===== src/hw/rtl/ps2mt_pkg.sv =====
// Package for the PS/2 mouse packet tracker: shared types, register indexes
// and the cursor axis update function. No dependencies.
`timescale 1ns / 1ps
`default_nettype none

package ps2mt_pkg;

	localparam int COORD_BITS = 12;
	localparam int SIZE_W     = 13;
	localparam int EXT_W      = (SIZE_W > COORD_BITS + 2) ? SIZE_W : COORD_BITS + 2;

	localparam logic [1:0] REG_ENABLE = 2'd0;
	localparam logic [1:0] REG_WIDTH  = 2'd1;
	localparam logic [1:0] REG_HEIGHT = 2'd2;

	localparam logic [SIZE_W-1:0] WIDTH_RST  = SIZE_W'(640);
	localparam logic [SIZE_W-1:0] HEIGHT_RST = SIZE_W'(480);

	localparam int HDR_SYNC_BIT   = 3;
	localparam int BTN_LEFT_BIT   = 0;
	localparam int BTN_RIGHT_BIT  = 1;
	localparam int BTN_MIDDLE_BIT = 2;

	typedef enum logic [1:0] {
		POS_HEADER,
		POS_XDELTA,
		POS_YDELTA
	} byte_pos_t;

	typedef struct packed {
		logic              enable;
		logic [SIZE_W-1:0] screen_width;
		logic [SIZE_W-1:0] screen_height;
	} cfg_t;

	typedef struct packed {
		logic [COORD_BITS-1:0] pos_x;
		logic [COORD_BITS-1:0] pos_y;
		logic                  left_button;
		logic                  right_button;
		logic                  middle_button;
	} res_t;

	localparam logic [EXT_W-1:0] SPAN = EXT_W'(1) << COORD_BITS;

	// pos + delta, clamped to 0 .. size-1; size 0 acts as 1, size above span as span
	function automatic logic [COORD_BITS-1:0] move_axis(
		input logic [COORD_BITS-1:0] pos,
		input logic signed [8:0]     delta,
		input logic [SIZE_W-1:0]     size
	);
		logic [EXT_W-1:0]             sz;
		logic [EXT_W-1:0]             lim;
		logic signed [COORD_BITS+1:0] nxt;
		logic [COORD_BITS-1:0]        res;
		sz = EXT_W'(size);
		if (sz == '0) begin
			sz = EXT_W'(1);
		end
		if (sz > SPAN) begin
			sz = SPAN;
		end
		lim = sz - EXT_W'(1);
		nxt = $signed({2'b00, pos}) + (COORD_BITS + 2)'(delta);
		if (nxt < 0) begin
			res = '0;
		end else if (EXT_W'($unsigned(nxt)) > lim) begin
			res = lim[COORD_BITS-1:0];
		end else begin
			res = nxt[COORD_BITS-1:0];
		end
		return res;
	endfunction

endpackage

`default_nettype wire


===== src/hw/rtl/ps2mt_cfg_regs.sv =====
// Configuration registers of the PS/2 mouse packet tracker.
// Depends on ps2mt_pkg.
`timescale 1ns / 1ps
`default_nettype none

module ps2mt_cfg_regs import ps2mt_pkg::*; (
	input  wire logic              clk,
	input  wire logic              arst_n,
	input  wire logic              cfg_valid,
	output logic                   cfg_ready,
	input  wire logic [1:0]        cfg_index,
	input  wire logic [SIZE_W-1:0] cfg_data,
	output cfg_t                   cfg
);

	cfg_t cfg_q;

	assign cfg_ready = 1'b1;
	assign cfg       = cfg_q;

	always_ff @(posedge clk or negedge arst_n) begin
		if (!arst_n) begin
			cfg_q.enable        <= 1'b0;
			cfg_q.screen_width  <= WIDTH_RST;
			cfg_q.screen_height <= HEIGHT_RST;
		end else if (cfg_valid) begin
			case (cfg_index)
				REG_ENABLE: cfg_q.enable        <= cfg_data[0];
				REG_WIDTH:  cfg_q.screen_width  <= cfg_data;
				REG_HEIGHT: cfg_q.screen_height <= cfg_data;
				default: ;
			endcase
		end
	end

endmodule

`default_nettype wire


===== src/hw/rtl/ps2mt_decoder.sv =====
// Input register, packet framing and cursor update of the PS/2 mouse tracker.
// Depends on ps2mt_pkg.
`timescale 1ns / 1ps
`default_nettype none

module ps2mt_decoder import ps2mt_pkg::*; (
	input  wire logic       clk,
	input  wire logic       arst_n,
	input  cfg_t            cfg,
	input  wire logic       in_valid,
	output logic            in_ready,
	input  wire logic       aux_flag,
	input  wire logic [7:0] rx_byte,
	input  wire logic       res_space,
	output logic            res_push,
	output res_t            res
);

	logic                  in_valid_s1;
	logic                  aux_s1;
	logic [7:0]            byte_s1;
	byte_pos_t             pos_q, pos_d;
	logic [7:0]            header_q;
	logic [7:0]            xdelta_q;
	logic [COORD_BITS-1:0] cur_x_q, cur_y_q;
	logic [COORD_BITS-1:0] nx, ny;
	logic                  advance, take;
	logic signed [8:0]     dx, dy;

	assign advance  = in_valid_s1 && res_space;
	assign take     = advance && cfg.enable && aux_s1;
	assign in_ready = !in_valid_s1 || advance;

	assign dx = $signed({xdelta_q[7], xdelta_q});
	assign dy = -$signed({byte_s1[7], byte_s1});
	assign nx = move_axis(cur_x_q, dx, cfg.screen_width);
	assign ny = move_axis(cur_y_q, dy, cfg.screen_height);

	always_comb begin
		pos_d    = pos_q;
		res_push = 1'b0;
		if (take) begin
			case (pos_q)
				POS_HEADER: begin
					if (byte_s1[HDR_SYNC_BIT]) begin
						pos_d = POS_XDELTA;
					end
				end
				POS_XDELTA: pos_d = POS_YDELTA;
				POS_YDELTA: begin
					pos_d    = POS_HEADER;
					res_push = 1'b1;
				end
				default: pos_d = POS_HEADER;
			endcase
		end
	end

	assign res.pos_x         = nx;
	assign res.pos_y         = ny;
	assign res.left_button   = header_q[BTN_LEFT_BIT];
	assign res.right_button  = header_q[BTN_RIGHT_BIT];
	assign res.middle_button = header_q[BTN_MIDDLE_BIT];

	always_ff @(posedge clk or negedge arst_n) begin
		if (!arst_n) begin
			in_valid_s1 <= 1'b0;
			pos_q       <= POS_HEADER;
			cur_x_q     <= '0;
			cur_y_q     <= '0;
		end else begin
			if (in_ready) begin
				in_valid_s1 <= in_valid;
			end
			pos_q <= pos_d;
			if (res_push) begin
				cur_x_q <= nx;
				cur_y_q <= ny;
			end
		end
	end

	always_ff @(posedge clk) begin
		if (in_ready && in_valid) begin
			aux_s1  <= aux_flag;
			byte_s1 <= rx_byte;
		end
		if (take && pos_q == POS_HEADER) begin
			header_q <= byte_s1;
		end
		if (take && pos_q == POS_XDELTA) begin
			xdelta_q <= byte_s1;
		end
	end

endmodule

`default_nettype wire


===== src/hw/rtl/ps2mt_out_queue.sv =====
// Two-entry result queue of the PS/2 mouse tracker; decouples the output
// handshake from packet processing. Depends on ps2mt_pkg.
`timescale 1ns / 1ps
`default_nettype none

module ps2mt_out_queue import ps2mt_pkg::*; (
	input  wire logic clk,
	input  wire logic arst_n,
	input  wire logic push,
	input  res_t      push_data,
	output logic      space,
	output logic      out_valid,
	input  wire logic out_ready,
	output res_t      out_data
);

	res_t       mem_q [2];
	logic       wr_ptr_q, rd_ptr_q;
	logic [1:0] count_q;
	logic       pop;

	assign space     = (count_q != 2'd2);
	assign out_valid = (count_q != 2'd0);
	assign pop       = out_valid && out_ready;
	assign out_data  = mem_q[rd_ptr_q];

	always_ff @(posedge clk or negedge arst_n) begin
		if (!arst_n) begin
			wr_ptr_q <= 1'b0;
			rd_ptr_q <= 1'b0;
			count_q  <= 2'd0;
		end else begin
			if (push) begin
				wr_ptr_q <= !wr_ptr_q;
			end
			if (pop) begin
				rd_ptr_q <= !rd_ptr_q;
			end
			case ({push, pop})
				2'b10:   count_q <= count_q + 2'd1;
				2'b01:   count_q <= count_q - 2'd1;
				default: count_q <= count_q;
			endcase
		end
	end

	always_ff @(posedge clk) begin
		if (push) begin
			mem_q[wr_ptr_q] <= push_data;
		end
	end

endmodule

`default_nettype wire


===== src/hw/rtl/ps2_mouse_packet_tracker_unit.sv =====
// PS/2 mouse packet tracker, top level.
// Depends on ps2mt_pkg, ps2mt_cfg_regs, ps2mt_decoder, ps2mt_out_queue.
//
// Takes one controller byte per cycle while in_ready is high; bytes from the
// mouse port are framed into three-byte packets (header must have bit 3 set)
// and, while enabled, each completed packet yields one result with the clamped
// absolute cursor and the three buttons. A byte is registered on accept and
// processed once the output queue has space; the result is registered into a
// two-entry output queue. Input ready drops only while that queue is full.
// Configuration writes are always ready and take effect on the next byte.
`timescale 1ns / 1ps
`default_nettype none

module ps2_mouse_packet_tracker_unit import ps2mt_pkg::*; (
	input  wire logic                  clk,
	input  wire logic                  arst_n,
	input  wire logic                  cfg_valid,
	output logic                       cfg_ready,
	input  wire logic [1:0]            cfg_index,
	input  wire logic [SIZE_W-1:0]     cfg_data,
	input  wire logic                  in_valid,
	output logic                       in_ready,
	input  wire logic                  aux_flag,
	input  wire logic [7:0]            rx_byte,
	output logic                       out_valid,
	input  wire logic                  out_ready,
	output logic [COORD_BITS-1:0]      pos_x,
	output logic [COORD_BITS-1:0]      pos_y,
	output logic                       left_button,
	output logic                       right_button,
	output logic                       middle_button
);

	cfg_t cfg;
	res_t res, out_res;
	logic res_push, res_space;

	ps2mt_cfg_regs u_cfg (
		.clk       (clk),
		.arst_n    (arst_n),
		.cfg_valid (cfg_valid),
		.cfg_ready (cfg_ready),
		.cfg_index (cfg_index),
		.cfg_data  (cfg_data),
		.cfg       (cfg)
	);

	ps2mt_decoder u_dec (
		.clk       (clk),
		.arst_n    (arst_n),
		.cfg       (cfg),
		.in_valid  (in_valid),
		.in_ready  (in_ready),
		.aux_flag  (aux_flag),
		.rx_byte   (rx_byte),
		.res_space (res_space),
		.res_push  (res_push),
		.res       (res)
	);

	ps2mt_out_queue u_q (
		.clk       (clk),
		.arst_n    (arst_n),
		.push      (res_push),
		.push_data (res),
		.space     (res_space),
		.out_valid (out_valid),
		.out_ready (out_ready),
		.out_data  (out_res)
	);

	assign pos_x         = out_res.pos_x;
	assign pos_y         = out_res.pos_y;
	assign left_button   = out_res.left_button;
	assign right_button  = out_res.right_button;
	assign middle_button = out_res.middle_button;

	a_push_has_space: assert property (@(posedge clk) disable iff (!arst_n)
		res_push |-> res_space)
		else $error("result pushed into a full queue");

	a_push_enabled: assert property (@(posedge clk) disable iff (!arst_n)
		res_push |-> cfg.enable)
		else $error("result produced while disabled");

	a_x_in_range: assert property (@(posedge clk) disable iff (!arst_n)
		(res_push && cfg.screen_width != '0) |->
		(EXT_W'(res.pos_x) < EXT_W'(cfg.screen_width)))
		else $error("cursor X outside screen width");

	a_push_leaves_queue: assert property (@(posedge clk) disable iff (!arst_n)
		res_push |=> out_valid)
		else $error("pushed result not visible on output");

endmodule

`default_nettype wire

===== config.mk =====
export PLATFORM = sky130hd
export DESIGN_NAME = ps2_mouse_packet_tracker_unit
export DESIGN_NICKNAME = d
export VERILOG_FILES = /design/src/hw/rtl/ps2mt_pkg.sv /design/src/hw/rtl/ps2mt_cfg_regs.sv /design/src/hw/rtl/ps2mt_decoder.sv /design/src/hw/rtl/ps2mt_out_queue.sv /design/src/hw/rtl/ps2_mouse_packet_tracker_unit.sv
export SDC_FILE = /design/constraint.sdc
export NUM_CORES = 1
export LEC_CHECK = 0
export ABC_CLOCK_PERIOD_IN_PS = 5700
export CAP_MARGIN = 20
export CELL_PAD_IN_SITES_DETAIL_PLACEMENT = 1
export CELL_PAD_IN_SITES_GLOBAL_PLACEMENT = 1
export CORE_ASPECT_RATIO = 1.25
export CORE_UTILIZATION = 54
export CTS_BUF_LIST = sky130_fd_sc_hd__clkbuf_4
export CTS_CLUSTER_DIAMETER = 60
export DETAILED_ROUTE_END_ITERATION = 6
export DONT_BUFFER_PORTS = 1
export PLACE_DENSITY = 0.95
export SYNTH_ARGS = -nofsm -noshare
export SYNTH_HDL_FRONTEND = slang
export SYNTH_HIERARCHICAL = 1
export SYNTH_SLANG_ARGS = --single-unit

===== constraint.sdc =====
create_clock -name clk -period 5.7 [get_ports clk]
set_input_delay 0.57 -clock clk [delete_from_list [all_inputs] [get_ports clk]]
set_output_delay 0.57 -clock clk [all_outputs]
set_load 0.005 [all_outputs]

Word level (Yosys, flattened, before mapping)
Memories as Yosys holds them, arrays and structs flattened.
Index checks and enable logic that the tools add are counted.
- bits in registers: 78
- RAM bits: 54
- input bits: 29
- output and inout bits: 30
- word-level logic and storage cells: 72
- memories: 1
- add/sub/neg operators: 7
- magnitude comparators: 6
- equal/unequal tests: 8
- muxes and demuxes: 15
- reduce and logical (&&, ||, !) cells: 21
- memory list (memory ; words ; width ; rd ports ; clocked after memory_dff ; write ports ; RTL line ; text):
    u_q.mem_q ; 2 ; 27 ; 1 ; 0 ; 1 ; ps2mt_out_queue.sv:17 ; res_t mem_q [2];
- operator list (kind ; number):
    two-way mux 12 bit ; 4
    two-way mux 13 bit ; 3
    greater-than comparator 14 bit ; 2
    less-than comparator 14 x 1 -> 1 bit, second input constant ; 2
    greater-than comparator 13 bit, second input constant ; 2
    logical NOT 13 bit ; 2
    adder 13 x 8 -> 14 bit ; 1
    adder 13 x 9 -> 14 bit ; 1
    two-way mux 14 bit ; 1
    subtractor 13 x 1 -> 14 bit, second input constant ; 1
    subtractor 14 x 1 -> 14 bit, second input constant ; 1
    negation 8 -> 9 bit ; 1
    one-hot mux 2 bit (2 select lines) ; 2
    AND reduction 2 bit ; 4
    logical AND 1 bit ; 7
    == test 2 x 1 -> 1 bit, second input constant ; 3
    == test 2 bit, second input constant ; 3
    logical NOT 2 bit ; 2
    two-way mux 1 bit ; 4
    nonzero test 2 bit ; 2
    logical NOT 1 bit ; 3
    adder 2 x 1 -> 2 bit, second input constant ; 1
    two-way mux 2 bit ; 1
    inequality test 2 x 1 -> 1 bit, second input constant ; 1
    3 further kinds ; 3

Longest topological paths before layout
- depth in word-level cells: 8
- depth in mapped cells: 20

Modules after synthesis
The synthesis kept the hierarchy.
- by module, submodules not included (module ; times used ; cells an instance ; area an instance (sq um) ; sequential area each (sq um)):
    ps2mt_decoder ; 1 ; 521 ; 4504.3 ; 1276.2
    ps2mt_out_queue ; 1 ; 101 ; 2160.8 ; 1721.7
    ps2mt_cfg_regs ; 1 ; 61 ; 1143.6 ; 683.2

Worst setup path after synthesis
OpenSTA, ideal clock, no wires.
- kind: flip-flop to flip-flop
- start point: register u_cfg.cfg_q, in the netlist u_cfg/cfg[3]
- end point: memory u_q/mem_q[0][10] in the netlist's numbering, data pin
- setup time: 270 ps
- data arrival time: 4062 ps
- path slack: 1368 ps
- stages on the path, launching flop included: 20
- clock period less this slack: 4332 ps
- cells stage by stage: dfrtp_1 -> or4_1 -> buf_2 -> or2_4 -> a2bb2oi_1 -> ha_1 -> clkbuf_1 -> nand2b_1 -> o21ai_0 -> a32oi_1 -> ha_1 -> a21oi_1 -> a21boi_0 -> o31ai_1 -> a41o_1 -> buf_1 -> clkbuf_1 -> nor2_1 -> a21oi_1 -> nor2_1
- RTL lines (what ; RTL line ; text):
    start: declaration ; ps2mt_cfg_regs.sv:16 ; cfg_t cfg_q;
    end: declaration ; ps2mt_out_queue.sv:17 ;

==> impl_metrics.toml <==
[outcome]
outcome = "finished with violations"
violations = "DRC"

[synthesis]
synth_enable_flop_cells = 74
synth-async-reset-ratio = 0.439
synth_area_leader_cell = "edfxtp_1"
yosys_register_bits = 132
yosysSeqAreaShare = 0.471
post_synth_inst_count = 683
ys_dominant_reg_cell = "edfxtp_1"
syn_area_per_cell_sq_um = 11.4
synth_cell_types = 72
yosysWarningCount = 6
syn_area_sq_um = 7810
synth_area_leaders = "edfxtp_1, dfrtp_1, ha_1, mux2_2, mux2_4"
yosysTopAreaCellShare = 0.285

[place]
dp_worst_setup_slack_ps = 892
routabilityCongestion = 0.924
io_buffers = 0
detailed_place_hpwl_mm = 16.0

[detailed_routing]
first_pass_iters = 7
dr.max_layer_used = "met4"
remaining_drc_errors = 3
viasPerCell = 6.69
drt-initial-drc-count = 388
finalWirelength_mm = 22.5
wl_met1_mm = 7.95
met2_length_mm = 12.3
routedWlPerCell_microns = 25.6
via_count = 5868
ant_nets = 0
met3_wirelength_microns = 998

[final_layout]
layout.nets = 776
final_layout_size_suffix_gt1_frac = 0.185
fillers = 1511
area.growth.synth_to_final_pct = 5.75

[clock_network]
cts.sinks = 132
ctsLongestPathBuffers = 2
post-cts-setup-buffer-count = 0
clk_transition_reported_paths_ps = 140
cts_buffer_count = 17
cts_tree = "yes"
cts-htree-levels = 4
insertion_delay_ps = 560
clock-root-buffer = "clkbuf_4"

[floorplan]
die_y_microns = 136
placeableCoreArea_sq_um = 13900
initial_core_util = 0.560
ioPinCount = 59
floorplan.die_area_sq_um = 14900
placement_rows = 48
die_w_microns = 110

[worst_setup_path]
data_arrival_time_at_the_worst_slack_endpoint_ps = 5660
critPathRequiredTime_ps = 6210
timing.critical_path.to_type = "flop"
cp-start-kind = "flop"
worst_r2r_endpoint = "u_dec/cur_y_q[11]"
worstSetupStartpoint = "u_cfg/cfg[5]"
rr_worst_depth = 16
timing.rr.start = "u_cfg/cfg[5]"
reg2reg_setup_slack_ps = 540
cp_max_fo = 24
criticalPathCategory = "flop to flop"

[run]
max_cap_violations = 0

[global_routing]
grt_antenna_before_repair = 1
grt_first_pass_wirelength_mm = 33.8
globalRouteOverflowTotal = 0
grt_usage = 0.308
first_global_vias = 6284
grt_start_max_net_pins = 59

[timing]
unrepaired_setup_endpoints_after_global_routing = "no"
hold_slack_ps = 91.6
post_route_clock_skew_ps = 17.5
hold_violation_count_in_the_final_report = 0
final-max-slew-violation-count = 0
maxSlewHeadroom = 0.436
fmaxAchievable_ghz = 0.194
timing.final.setup_violations = 0
postLayoutSetupSlackWorst_ps = 544
final.setup.tns_ps = 0
post-route-min-period_ps = 5160
timing.final.crit_share = 0.905
worst_slew_pin_slew_ps = 841

[power_and_ir_drop]
power.leakage_uw = 0.00335
power-per-cell-area_nw_per_um2 = 569
total_power_uw = 4700
peakVddDrop_mv = 0.304

[hold_path]
whs_endpoint = "u_dec/byte_s1[6]"
hold_path_class = "primary input to flop"
hold_path.startpoint = "rx_byte[6]"
hold-path-cell-count = 0
sequential cells by signal, indices dropped and copies added, names as in the netlist, 2 cells and up:
| name | flops |
|---|---|
| u_q/count_q | 2 |
| u_q/mem_q | 54 |
| u_dec/byte_s1 | 8 |
| u_dec/cur_x_q | 12 |
| u_dec/cur_y_q | 12 |
| u_dec/xdelta_q | 8 |
| u_dec/header_q | 3 |
| u_dec/pos_q | 2 |
| u_cfg/cfg | 27 |
synth_stat cells, types with 5 or more instances:
master and instances:
ha_1 57, o21a_1 14, a31oi_1 5, xor2_1 12
dfstp_2 6, or3_1 6, a211oi_1 18, inv_1 27
nor4_1 7, xnor2_1 15, nand2_1 36, edfxtp_1 74
clkbuf_1 13, or4_1 5, nand3_1 8, nor2b_1 8
nand2b_1 9, nor2_1 56, a21oi_1 32, buf_6 5
and2_1 7, o21ai_0 18, dfrtp_1 52, nand4_1 8
nor3_1 28, mux2_4 21, o31ai_1 12, mux2_2 48
o211ai_1 5
per-layer routing:
metal | vias up | track usage
li1 | 2575 | -
met1 | 2969 | 0.313
met2 | 230 | 0.575
met3 | 94 | 0.0518
met4 | 0 | 0.185
met5 | - | 0
kinds of logic after synthesis:
family | Yosys count | share of synthesized area
adders and majority gates | 59 | 0.0965
and+or+nand+nor | 197 | 0.130
buffers and inverters | 52 | 0.0306
xor gates and xnor gates | 27 | 0.0303
muxes | 73 | 0.115
other | 2 | 0.000962
AOI/OAI and AO/OA | 141 | 0.125
DFF | 132 | 0.471
area by class of cell:
class	count	area, sq um	area share
antenna	1	2.50	0.000303
tap	175	219	0.0265
clock buffer	17	128	0.0155
clock inverter	15	140	0.0170
multi-input combinational	500	3890	0.472
sequential	132	3680	0.446
timing repair buffer	9	87.6	0.0106
inverter	28	105	0.0127
what timing repair did:
action,4_1_cts,5_1_grt
hold endpoints to repair,58,0
resized for setup,0,0
hold buffers,2,0
where the power goes:
| group | switching, uW | internal, uW |
|---|---|---|
| Combinational | 1580 | 1000 |
| Sequential | 194 | 1300 |
| Clock | 430 | 194 |
| Total | 2200 | 2490 |
metrics by stage:
stage	utilization	instance area, sq um	instances
CTS	0.592	8250	875
detailed placement	0.570	7950	841
floorplan	-	7810	684
finish	0.593	8260	877
global placement	0.570	7950	841
global route	0.593	8260	877
placed cells by master (no fill, tap or decap), drive strengths merged, types with 5 or more instances in the layout:
cell type	count
edfxtp	74
o31ai	12
o21a	14
nand2b	9
or4	7
mux2	70
a21oi	33
dfrtp	52
buf	8
a211oi	18
or2	6
and2	9
nand2	36
clkbuf	17
dfstp	6
nor3	28
a31oi	5
nand4	8
o211ai	5
or3	6
o21ai	18
xor2	12
inv	37
nand3	8
nor4	7
ha	57
nor2	56
xnor2	15
nor2b	8
worst max-delay path, stage by stage, from the launching register on:
cell       delay [ps]
dfstp_2           630
or4_1             290
or2_4             190
a2bb2oi_1         400
ha_1              430
nand2b_1          180
nor3_1            270
a21oi_1            90
a32oi_1           280
ha_1              320
a21oi_1           180
a21boi_0          130
o31ai_1           230
a41o_1            730
a211oi_1          140
a211oi_1          370
mux2_2            230
how the worst max path moves through the flow:
stage / slack, ps / endpoint / depth (start not counted)
floorplan: 1370 / u_q/mem_q[0][10] / 19
global placement: 1080 / u_dec/cur_y_q[5] / 15
detailed placement: 890 / u_dec/cur_y_q[11] / 15
CTS: 850 / u_dec/cur_y_q[11] / 16
global route: 240 / u_dec/cur_y_q[4] / 16
finish: 540 / u_dec/cur_y_q[11] / 16
(Power assumes the default switching activity.)
